`config.mk`:
```
export PLATFORM = sky130hd
export DESIGN_NAME = serial_frame_receiver_core
export DESIGN_NICKNAME = d
export VERILOG_FILES = /design/src/sfr_pkg.sv /design/src/serial_frame_receiver_core.sv /design/src/sfr_parser.sv
export VERILOG_INCLUDE_DIRS = /design/src /design/src/src
export SDC_FILE = /design/constraint.sdc
export NUM_CORES = 2
export LEC_CHECK = 0
export ABC_AREA = 1
export BUFFER_PORTS_ARGS = -buffer_cell sky130_fd_sc_hd__clkbuf_2
export CAP_MARGIN = 20
export CELL_PAD_IN_SITES_DETAIL_PLACEMENT = 1
export CELL_PAD_IN_SITES_GLOBAL_PLACEMENT = 1
export CORE_MARGIN = 2
export CORE_UTILIZATION = 50
export CTS_BUF_LIST = sky130_fd_sc_hd__clkbuf_8
export DETAILED_ROUTE_END_ITERATION = 16
export MAX_ROUTING_LAYER = met4
export PLACE_DENSITY_LB_ADDON = 0.1
export SLEW_MARGIN = 20
export SYNTH_ARGS = -nofsm -noshare
export SYNTH_HDL_FRONTEND = slang
export SYNTH_SLANG_ARGS = --single-unit
```
`constraint.sdc`:
```
create_clock -name i_clk -period 7.33 [get_ports i_clk]
set_input_delay 0.733 -clock i_clk [delete_from_list [all_inputs] [get_ports i_clk]]
set_output_delay 0.733 -clock i_clk [all_outputs]
set_load 0.01 [all_outputs]
```
`src/serial_frame_receiver_core_assert.svh`:
```
// ----------------------------------------------------------------------------
// Assertion macros for the serial frame receiver
// Clocked property checks, empty when SYNTHESIS is defined.
// ----------------------------------------------------------------------------
`ifndef SERIAL_FRAME_RECEIVER_CORE_ASSERT_SVH
`define SERIAL_FRAME_RECEIVER_CORE_ASSERT_SVH

`ifndef SYNTHESIS
// check with reset masking
`define SFRC_ASSERT(lbl, prop, msg) \
    lbl: assert property (@(posedge i_clk) disable iff (!i_rst_n) prop) else $error(msg);
// check that also holds through reset
`define SFRC_ASSERT_ALWAYS(lbl, prop, msg) \
    lbl: assert property (@(posedge i_clk) prop) else $error(msg);
`else
`define SFRC_ASSERT(lbl, prop, msg)
`define SFRC_ASSERT_ALWAYS(lbl, prop, msg)
`endif

`endif

```
`src/sfr_pkg.sv`:
```
// ----------------------------------------------------------------------------
// sfr_pkg
// Shared types and constants of the serial frame receiver.
// ----------------------------------------------------------------------------
`default_nettype none

package sfr_pkg;

    localparam int unsigned BUF_DEPTH = 256;
    localparam int unsigned BUF_AW    = $clog2(BUF_DEPTH);

    localparam logic [7:0] HEADER_BYTE  = 8'h23;
    localparam logic [7:0] TRAILER_BYTE = 8'h24;

    typedef enum logic [1:0] {
        REQ_BYTE    = 2'd0,
        REQ_RELEASE = 2'd1,
        REQ_READ    = 2'd2
    } t_req_kind;

    typedef enum logic [5:0] {
        ST_HUNT = 6'b000001,
        ST_LEN  = 6'b000010,
        ST_PAY  = 6'b000100,
        ST_TRL  = 6'b001000,
        ST_CHK  = 6'b010000,
        ST_HELD = 6'b100000
    } t_parse_state;

    typedef struct packed {
        logic              en;
        logic [BUF_AW-1:0] addr;
        logic [7:0]        data;
    } t_store_wr;

    typedef struct packed {
        logic ready;
        logic complete;
    } t_frame_status;

endpackage

`default_nettype wire

```
`src/serial_frame_receiver_core.sv`:
```
// ----------------------------------------------------------------------------
// serial_frame_receiver_core
// Length-prefixed frame receiver with additive checksum and 256-byte buffer.
// ----------------------------------------------------------------------------
// Takes one request beat per cycle and returns exactly one result beat per
// request, in the cycle after acceptance, through a single output register; the
// input stays ready while that register is empty or being drained. A byte
// request advances the frame parser and writes length or payload into a
// 256 x 8 single-port buffer; a read request reads that buffer, its
// registered read port being the output data register. Buffer contents are
// not cleared by reset and are meaningful only once written by a frame.
// ----------------------------------------------------------------------------
`default_nettype none

module serial_frame_receiver_core (
    input  wire logic        i_clk,
    input  wire logic        i_rst_n,
    input  wire logic        i_s_tvalid,
    output logic             o_s_tready,
    input  wire logic [15:0] i_s_tdata,   // [7:0] rx_byte, [15:8] read_index
    input  wire logic [1:0]  i_s_tuser,   // [1:0] req_type
    output logic             o_m_tvalid,
    input  wire logic        i_m_tready,
    output logic [7:0]       o_m_tdata,   // [7:0] read_data
    output logic [1:0]       o_m_tuser    // [0] frame_ready, [1] frame_complete
);
    import sfr_pkg::*;

    logic              w_accept;
    logic [7:0]        w_rx_byte;
    logic [BUF_AW-1:0] w_read_index;
    t_store_wr         w_wr;
    t_frame_status     w_status;

    logic [7:0]        r_store [BUF_DEPTH];
    logic              r_out_valid;
    logic [7:0]        r_out_data;
    logic              r_out_ready;
    logic              r_out_complete;

    assign w_rx_byte    = i_s_tdata[7:0];
    assign w_read_index = i_s_tdata[8 +: BUF_AW];
    assign o_s_tready   = !r_out_valid || i_m_tready;
    assign w_accept     = i_s_tvalid && o_s_tready;

    sfr_parser u_parser (
        .i_clk    (i_clk),
        .i_rst_n  (i_rst_n),
        .i_accept (w_accept),
        .i_req    (i_s_tuser),
        .i_byte   (w_rx_byte),
        .o_wr     (w_wr),
        .o_status (w_status)
    );

    always_ff @(posedge i_clk) begin
        if (w_wr.en) begin
            r_store[w_wr.addr] <= w_wr.data;
        end
        if (w_accept) begin
            r_out_ready    <= w_status.ready;
            r_out_complete <= w_status.complete;
            if (i_s_tuser == REQ_READ) begin
                r_out_data <= r_store[w_read_index];
            end else begin
                r_out_data <= 8'd0;
            end
        end
    end

    always_ff @(posedge i_clk) begin
        if (!i_rst_n) begin
            r_out_valid <= 1'b0;
        end else if (w_accept) begin
            r_out_valid <= 1'b1;
        end else if (i_m_tready) begin
            r_out_valid <= 1'b0;
        end
    end

    assign o_m_tvalid = r_out_valid;
    assign o_m_tdata  = r_out_data;
    assign o_m_tuser  = {r_out_complete, r_out_ready};

`include "serial_frame_receiver_core_assert.svh"

    `SFRC_ASSERT(a_out_complete_ready, r_out_valid && r_out_complete |-> r_out_ready, "complete beat without ready flag")
    `SFRC_ASSERT(a_beat_yields_result, w_accept |=> r_out_valid, "accepted beat produced no result")
    `SFRC_ASSERT_ALWAYS(a_reset_empties, !i_rst_n |=> !r_out_valid, "result pending after reset")

endmodule

`default_nettype wire

```
`src/sfr_parser.sv`:
```
// ----------------------------------------------------------------------------
// sfr_parser
// Frame parser: header, length, payload, trailer and checksum tracking.
// ----------------------------------------------------------------------------
`default_nettype none

module sfr_parser (
    input  wire logic                  i_clk,
    input  wire logic                  i_rst_n,
    input  wire logic                  i_accept,
    input  wire logic [1:0]            i_req,
    input  wire logic [7:0]            i_byte,
    output sfr_pkg::t_store_wr         o_wr,
    output sfr_pkg::t_frame_status     o_status
);
    import sfr_pkg::*;

    t_parse_state      r_step, n_step;
    logic [7:0]        r_count, n_count;
    logic [7:0]        r_sum, n_sum;
    logic              r_ready, n_ready;
    logic [7:0]        r_len, n_len;
    logic [7:0]        w_sum_add;
    logic [7:0]        w_count_inc;
    logic              w_complete;

    assign w_sum_add   = r_sum + i_byte;
    assign w_count_inc = r_count + 8'd1;

    always_comb begin
        n_step     = r_step;
        n_count    = r_count;
        n_sum      = r_sum;
        n_ready    = r_ready;
        n_len      = r_len;
        w_complete = 1'b0;
        o_wr.en    = 1'b0;
        o_wr.addr  = '0;
        o_wr.data  = i_byte;
        unique case (i_req)
            REQ_BYTE: begin
                n_sum = w_sum_add;
                unique case (r_step)
                    ST_HUNT: begin
                        n_sum  = i_byte;
                        n_step = (i_byte == HEADER_BYTE) ? ST_LEN : ST_HUNT;
                    end
                    ST_LEN: begin
                        o_wr.en   = 1'b1;
                        o_wr.addr = '0;
                        n_len     = i_byte;
                        n_count   = '0;
                        n_step    = ST_PAY;
                    end
                    ST_PAY: begin
                        o_wr.en   = 1'b1;
                        o_wr.addr = w_count_inc[BUF_AW-1:0];
                        n_count   = w_count_inc;
                        if (w_count_inc >= r_len) begin
                            n_step = ST_TRL;
                        end
                    end
                    ST_TRL: begin
                        if (i_byte != TRAILER_BYTE) begin
                            n_sum  = i_byte;
                            n_step = (i_byte == HEADER_BYTE) ? ST_LEN : ST_HUNT;
                        end else begin
                            n_step = ST_CHK;
                        end
                    end
                    ST_CHK: begin
                        if (w_sum_add != 8'd0) begin
                            n_sum  = i_byte;
                            n_step = (i_byte == HEADER_BYTE) ? ST_LEN : ST_HUNT;
                        end else begin
                            n_ready    = 1'b1;
                            n_step     = ST_HELD;
                            w_complete = 1'b1;
                        end
                    end
                    ST_HELD: begin
                        n_sum = r_sum;
                    end
                    default: begin
                        n_sum = r_sum;
                    end
                endcase
            end
            REQ_RELEASE: begin
                n_step  = ST_HUNT;
                n_count = '0;
                n_sum   = '0;
                n_ready = 1'b0;
            end
            default: begin
            end
        endcase
        o_wr.en           = o_wr.en & i_accept;
        o_status.ready    = n_ready;
        o_status.complete = w_complete;
    end

    always_ff @(posedge i_clk) begin
        if (!i_rst_n) begin
            r_step  <= ST_HUNT;
            r_count <= '0;
            r_sum   <= '0;
            r_ready <= 1'b0;
        end else if (i_accept) begin
            r_step  <= n_step;
            r_count <= n_count;
            r_sum   <= n_sum;
            r_ready <= n_ready;
        end
    end

    always_ff @(posedge i_clk) begin
        if (i_accept) begin
            r_len <= n_len;
        end
    end

`include "serial_frame_receiver_core_assert.svh"

    `SFRC_ASSERT(a_ready_matches_held, r_ready == (r_step == ST_HELD), "ready flag without held frame")
    `SFRC_ASSERT(a_write_only_in_body, o_wr.en |-> (r_step == ST_LEN || r_step == ST_PAY), "buffer write outside length or payload")
    `SFRC_ASSERT(a_complete_holds, i_accept && o_status.complete |=> r_ready && r_step == ST_HELD, "completed frame not held")
    `SFRC_ASSERT(a_release_clears, i_accept && i_req == REQ_RELEASE |=> r_step == ST_HUNT && !r_ready && r_sum == 8'd0, "release left state behind")
    `SFRC_ASSERT(a_idle_holds, !i_accept |=> $stable(r_step) && $stable(r_count), "parser advanced without a beat")

endmodule

`default_nettype wire
```
; After elaboration in Yosys (flattened, before gate mapping)
; Memory sizes are Yosys's and may differ from the RTL's. A register that Yosys moved wholly into a read port is not among the register bits.
; Index checks and enable logic that the tools add are counted.
[totals]
inputBits = 22
output_inout_bits = 12
ram_bits = 2048
regBits = 34
mem_count = 1
elab_cells = 62
[classes]
muxes = 22
reduce_logical = 14
eq_ne = 13
n_addsub = 2
order_cmp = 1
n_bitwise = 1
[mem_list]
columns = name, words, width, read_ports, rd_ports_with_merged_regs, write_ports, line_no
row1 = r_store, 256, 8, 1, 1, 1, serial_frame_receiver_core.sv:35  ; logic [7:0] r_store [BUF_DEPTH];
[ops]
columns = cell, n
row1 = $pmux 8 s2, 3
row2 = $pmux 8 s4, 1
row3 = $pmux 6 s5, 1
row4 = $mux 6, 3
row5 = $pmux 9 s2, 1
row6 = $mux 8, 2
row7 = $pmux 6 s2, 1
row8 = $mux 9, 1
row9 = $reduce_and 3->1, 3
row10 = $add 8x1->8 const B, 1
row11 = $add 8x8->8, 1
row12 = $eq 8x6->1 const B, 1
row13 = $ge 8x8->1, 1
row14 = $ne 8x6->1 const B, 1
row15 = $reduce_bool 8->1, 1
row16 = $mux 1, 7
row17 = $eq 6x1->1 const B, 1
row18 = $eq 6x2->1 const B, 1
row19 = $eq 6x3->1 const B, 1
row20 = $eq 6x4->1 const B, 1
row21 = $eq 6x5->1 const B, 1
row22 = $ne 6x5->1 const B, 1
row23 = $ne 5x4->1 const B, 1
row24 = $reduce_and 4->1, 1
row25 = 14 further kinds, 16

; Longest topological paths before layout
[depth]
ltp_word = 6
mapped_depth = 17
depth_no_buf = 17

; Hierarchy
; A second synthesis with hierarchy kept.
[unflattened]
hier_cells = 7389
area_unflattened_um2 = 85990.0
[by_module_without_submodules]
columns = module, cells_each, area_per_inst_um2, seq_area_each_um2, n_inst
row1 = serial_frame_receiver_core, 7030, 83582.7, 61819.3, 1
row2 = sfr_parser, 359, 2407.3, 700.7, 1

; Least setup slack after synthesis
; Ideal clock, no wire load.
[synth_timing]
kind = input to register
startpoint = input port i_m_tready
endpoint = memory r_store[104][0], enable pin
path_buffers = 1
path_stages = 11
t_arrival_ns = 2.455
path_slack_ns = 4.505
required_ns = 6.960
setup_ns = 0.370
path_cell_list = inv_1 -> nand2_2 -> nand2_1 -> nor2_2 -> inv_1 -> nor2_2 -> nand2_1 -> nor3_2 -> nand2_1 -> buf_2 -> nor2_1
[synth_via]
elab_chain_cells = 5
[synth_lines]
columns = item, line_no
row1 = start: declaration, serial_frame_receiver_core.sv:23  ; input wire logic i_m_tready,
row2 = $logic_or 1x1->1, serial_frame_receiver_core.sv:43  ; assign o_s_tready = !r_out_valid || i_m_tready;
row3 = named net o_s_tready, serial_frame_receiver_core.sv:19  ; output logic o_s_tready,
row4 = $logic_and 1x1->1, serial_frame_receiver_core.sv:44  ; assign w_accept = i_s_tvalid && o_s_tready;
row5 = $and 1x1->1, sfr_parser.sv:98  ; o_wr.en = o_wr.en & i_accept;
row6 = $mux 1, serial_frame_receiver_core.sv:57  ; if (w_wr.en) begin
row7 = $mux 1 (implied by the code), serial_frame_receiver_core.sv:58  ; r_store[w_wr.addr] <= w_wr.data;
row8 = end: declaration, serial_frame_receiver_core.sv:35
; The timed path passes the listed nets, and every way through them passes these cells.

; Worst setup path after layout
[layout_timing]
startpoint = register u_parser.r_count[0]
endpoint = memory r_store[97][6], enable pin
[layout_via]
elab_chain_cells = 3
[layout_lines]
columns = item, line_no
row1 = start: declaration, sfr_parser.sv:19  ; logic [7:0] r_count, n_count;
row2 = start signal: assignment, sfr_parser.sv:111  ; r_count <= n_count;
row3 = $add 8x1->8, sfr_parser.sv:28  ; assign w_count_inc = r_count + 8'd1;
row4 = $pmux 9 s2, sfr_parser.sv:43  ; unique case (r_step)
row5 = $mux 9, sfr_parser.sv:40  ; unique case (i_req)
; Every way passes these cells.

==> impl_metrics.env <==
export IMPL_outcome="finished, final reports clean"
export IMPL_clock_sinks=2090
export IMPL_final_ant_viol_nets=0
export IMPL_setup_viol=0
export IMPL_synth_fp_nets=7331
export IMPL_yosysWarnings=0
export IMPL_initial_core_utilization_pct=50.33
export IMPL_hold_class="in -> reg"
export IMPL_first_global_vias=59370
export IMPL_overflow=0
export IMPL_synthDistinctLibCells=36
export IMPL_cp_max_fo=16
export IMPL_grt_util_all_layers_pct=30.83
export IMPL_insertion_delay_ns=1.06
export IMPL_setup_worst_path_start_class="register"
export IMPL_criticalPathCategory="reg -> reg"
export IMPL_min_to="r_store[234][3]$_DFFE_PP_"
export IMPL_power_per_cell_area_nw_per_um2=258.0
export IMPL_viasPerCell=5.938
export IMPL_worstHoldPathCells=1
export IMPL_synth_seq_cells=2090
export IMPL_synth_sequential_area_ratio_pct=73.29
export IMPL_r2r_slack_ns=2.82
export IMPL_grt_max_degree=186
export IMPL_drt_initial_drc_count=6365
export IMPL_synth_async_reset_ratio_pct=0
export IMPL_top_level_ports=34
export IMPL_cts_inserted_buffers=359
export IMPL_timing_critical_path_arrival_ns=5.16
export IMPL_layout_nets=7327
export IMPL_drt_wirelength_per_cell_microns=26.76
export IMPL_holdCritStartpoint="i_s_tdata[3]"
export IMPL_count_of_max_cap_constraint_violations=0
export IMPL_tightest_slew_ns=1.273
export IMPL_die_width_microns=417.0
export IMPL_place_gp_congestion=0.8404
export IMPL_final_design_utilization_pct=55.10
export IMPL_synth_edf_count=2066
export IMPL_flow_area_growth_from_synthesis_pct=9.461
export IMPL_critical_path_reg2reg_startpoint="u_parser.r_count[0]$_SDFFE_PN0P_"
export IMPL_clkTransAtPathRegs_ns=0.06
export IMPL_cts_root_buf="clkbuf_8"
export IMPL_wirelength_mm=260.7
export IMPL_cts_repair_resize_count=0
export IMPL_worstPathRequired_ns=7.98
export IMPL_instance_count_of_the_mapped_netlist=7292
export IMPL_synthFlopType="edfxtp_1"
export IMPL_slew_headroom_pct=14.82
export IMPL_period_needed_ns=4.512
export IMPL_grt_setup_unrepaired="no"
export IMPL_grt_first_pass_wirelength_mm=386.6
export IMPL_worst_setup_path_end_kind="register"
export IMPL_clock_fmax_ghz=0.2217
export IMPL_drt_pre_antenna_iters=5
export IMPL_detailed_place_hpwl_mm=146.7
export IMPL_core_area_sq_um=169500
export IMPL_tritoncts="built"
export IMPL_r2r_cell_count=9
export IMPL_core_rowCount=151
export IMPL_finalHoldViolCount=0
export IMPL_dieHeight_microns=417.0
export IMPL_dp_slack_ns=2.557
export IMPL_fin_setup_tns_ns=0
export IMPL_timing_clock_skew_ns=0.05646
export IMPL_timing_final_crit_share_pct=61.55
export IMPL_timing_max_transition_violations_final=0
export IMPL_r2r_end="r_store[97][6]$_DFFE_PP_"
export IMPL_postSynthAreaPerCell_sq_um=11.70
export IMPL_cellLeakagePower_nw=32.75
export IMPL_post_synth_instance_area_sq_um=85300
export IMPL_vdd_ir_drop_worst_mv=0.2239
export IMPL_detail_route_drc_violations=0
export IMPL_grt_antenna_before_repair=14
export IMPL_place_port_buffers=33
export IMPL_clk_buf_depth=4
export IMPL_final_critical_path_setup_slack_ns=2.819
export IMPL_htree_levels=5
export IMPL_layout_drive_gt1_share_pct=7.604
export IMPL_num_fill_cells=17380
export IMPL_fp_dieArea_sq_um=173900
export IMPL_detailroute_via_count=57840
area by class of cell:
class / instances / area (sq um) / share of cell area [%]
inverters: 69 / 284.0 / 0.3042
well taps: 2218 / 2775 / 2.972
clock buffers: 369 / 5079 / 5.439
repair buffers: 119 / 1172 / 1.256
flip-flops and latches: 2090 / 62520 / 66.96
clock inverters: 226 / 1061 / 1.136
diodes: 1 / 2.502 / 0.002680
multi-input cells: 4649 / 20480 / 21.93
layer usage:
metal	share of wire [%]	global-route usage [%]	vias up
met5	0	-	-
met4	3.0	9.862	0
met3	6.5	4.205	454
met2	48	48.42	2115
met1	43	41.96	29420
li1	-	-	25850
Yosys cell counts (2+ instances only):
library cell  count  area share, %
nand2_2           9          0.066
or2_2             2          0.015
inv_1            61           0.27
o211ai_1          2          0.018
xnor2_1           2          0.021
clkbuf_1        231            1.0
buf_2           159           0.93
ha_1             16           0.23
buf_6             6          0.079
o21ai_0          69           0.40
nor2_2            5          0.037
nor3_2            2          0.023
buf_1            83           0.37
nand3_1        1903             11
a21oi_1          46           0.27
nand2_1        2115            9.3
buf_4             5          0.044
xor2_1            4          0.041
nor3_1            3          0.018
nor2_1          410            1.8
dfxtp_1          24           0.56
edfxtp_1       2066             73
nand4_1          11          0.081
clkinv_1          2         0.0088
a211oi_1          9          0.079
inv_2             6          0.026
o22ai_1          32           0.23
where the power goes:
| group | leakage, nW | switching (mW) | internal (mW) |
|---|---|---|---|
| clock network | 3.59 | 4.66 | 4.83 |
| logic | 10.4 | 1.12 | 0.327 |
| registers | 18.8 | 0.0103 | 13.1 |
| total | 32.7 | 5.79 | 18.3 |
state kept, by name (all words and copies together), names as in the netlist:
register and flops:
r_store 2048, o_m_tdata 8, u_parser.r_count 8, u_parser.r_len 8, u_parser.r_sum 8, u_parser.r_step 6, o_m_tvalid 1, r_out_complete 1
r_out_ready 1, u_parser.r_ready 1
placed cells by master, fill, tap and decap left out, drive strengths merged, types with 7 or more instances in the layout:
cell         instances
ha                  16
clkbuf             389
a211oi               9
edfxtp            2066
nand3             1903
a21oi               46
inv                177
nor2               416
dfxtp               24
nand4               12
dlygate4sd3          7
clkinv             112
o22ai               32
nand2             2124
buf                 92
o21ai               69
stage by stage:
| step | hold slack (ns) | cell area [sq um] | power, mW | instances |
|---|---|---|---|---|
| floorplan | 0.4491 | 85300 | 14.17 | 7292 |
| global placement | 0.4625 | 87160 | 14.81 | 9138 |
| detailed placement | 0.4641 | 87160 | 14.84 | 9138 |
| CTS | 0.007980 | 93370 | 24.24 | 9740 |
| global route | 0.06320 | 93370 | 24.83 | 9741 |
| finish | 0.08203 | 93370 | 24.09 | 9741 |
repair_timing:
item / 4_1_cts / 5_1_grt
hold buffers: 7 / 0
setup buffers: 0 / 0
endpoints found under the hold margin: 47 / 0
worst max-delay path, cell delays in order, from the launching register on:
cell and delay, ns:
dfxtp_1 0.44, ha_1 0.23, nand3_1 0.12, nand3b_1 0.20
xor2_1 0.15, inv_1 0.19, nand2_1 0.15, nor2_1 0.89
nand2_1 0.90, nor2_1 0.83
how the worst max path moves through the flow:
| stage | from | endpoint | slack, ns | cells after the start |
|---|---|---|---|---|
| 2_1_floorplan | i_m_tready | r_store[104][0]$_DFFE_PP_ | 4.50 | 11 |
| 3_3_place_gp | i_s_tuser[1] | r_store[104][0]$_DFFE_PP_ | 2.71 | 8 |
| 3_5_place_dp | i_s_tuser[1] | r_store[97][4]$_DFFE_PP_ | 2.56 | 8 |
| 4_1_cts | u_parser.r_count[0]$_SDFFE_PN0P_ | r_store[97][4]$_DFFE_PP_ | 2.86 | 9 |
| 5_1_grt | u_parser.r_count[0]$_SDFFE_PN0P_ | r_store[97][6]$_DFFE_PP_ | 2.68 | 9 |
| 6_report | u_parser.r_count[0]$_SDFFE_PN0P_ | r_store[97][6]$_DFFE_PP_ | 2.82 | 9 |
cells by family (layout without fill, tap and decap cells):
group,after synthesis,in the layout,synth area share [%]
AND/OR/NAND/NOR,4466,4466,22.62
flip-flops,2090,2090,73.29
buffers and inverters,553,783,2.741
AO/OA/AOI/OAI,160,160,1.024
adder cells (fa/ha/maj),17,17,0.2582
XOR/XNOR,6,6,0.06161
other,0,1,0
(Power assumes the default switching activity.)
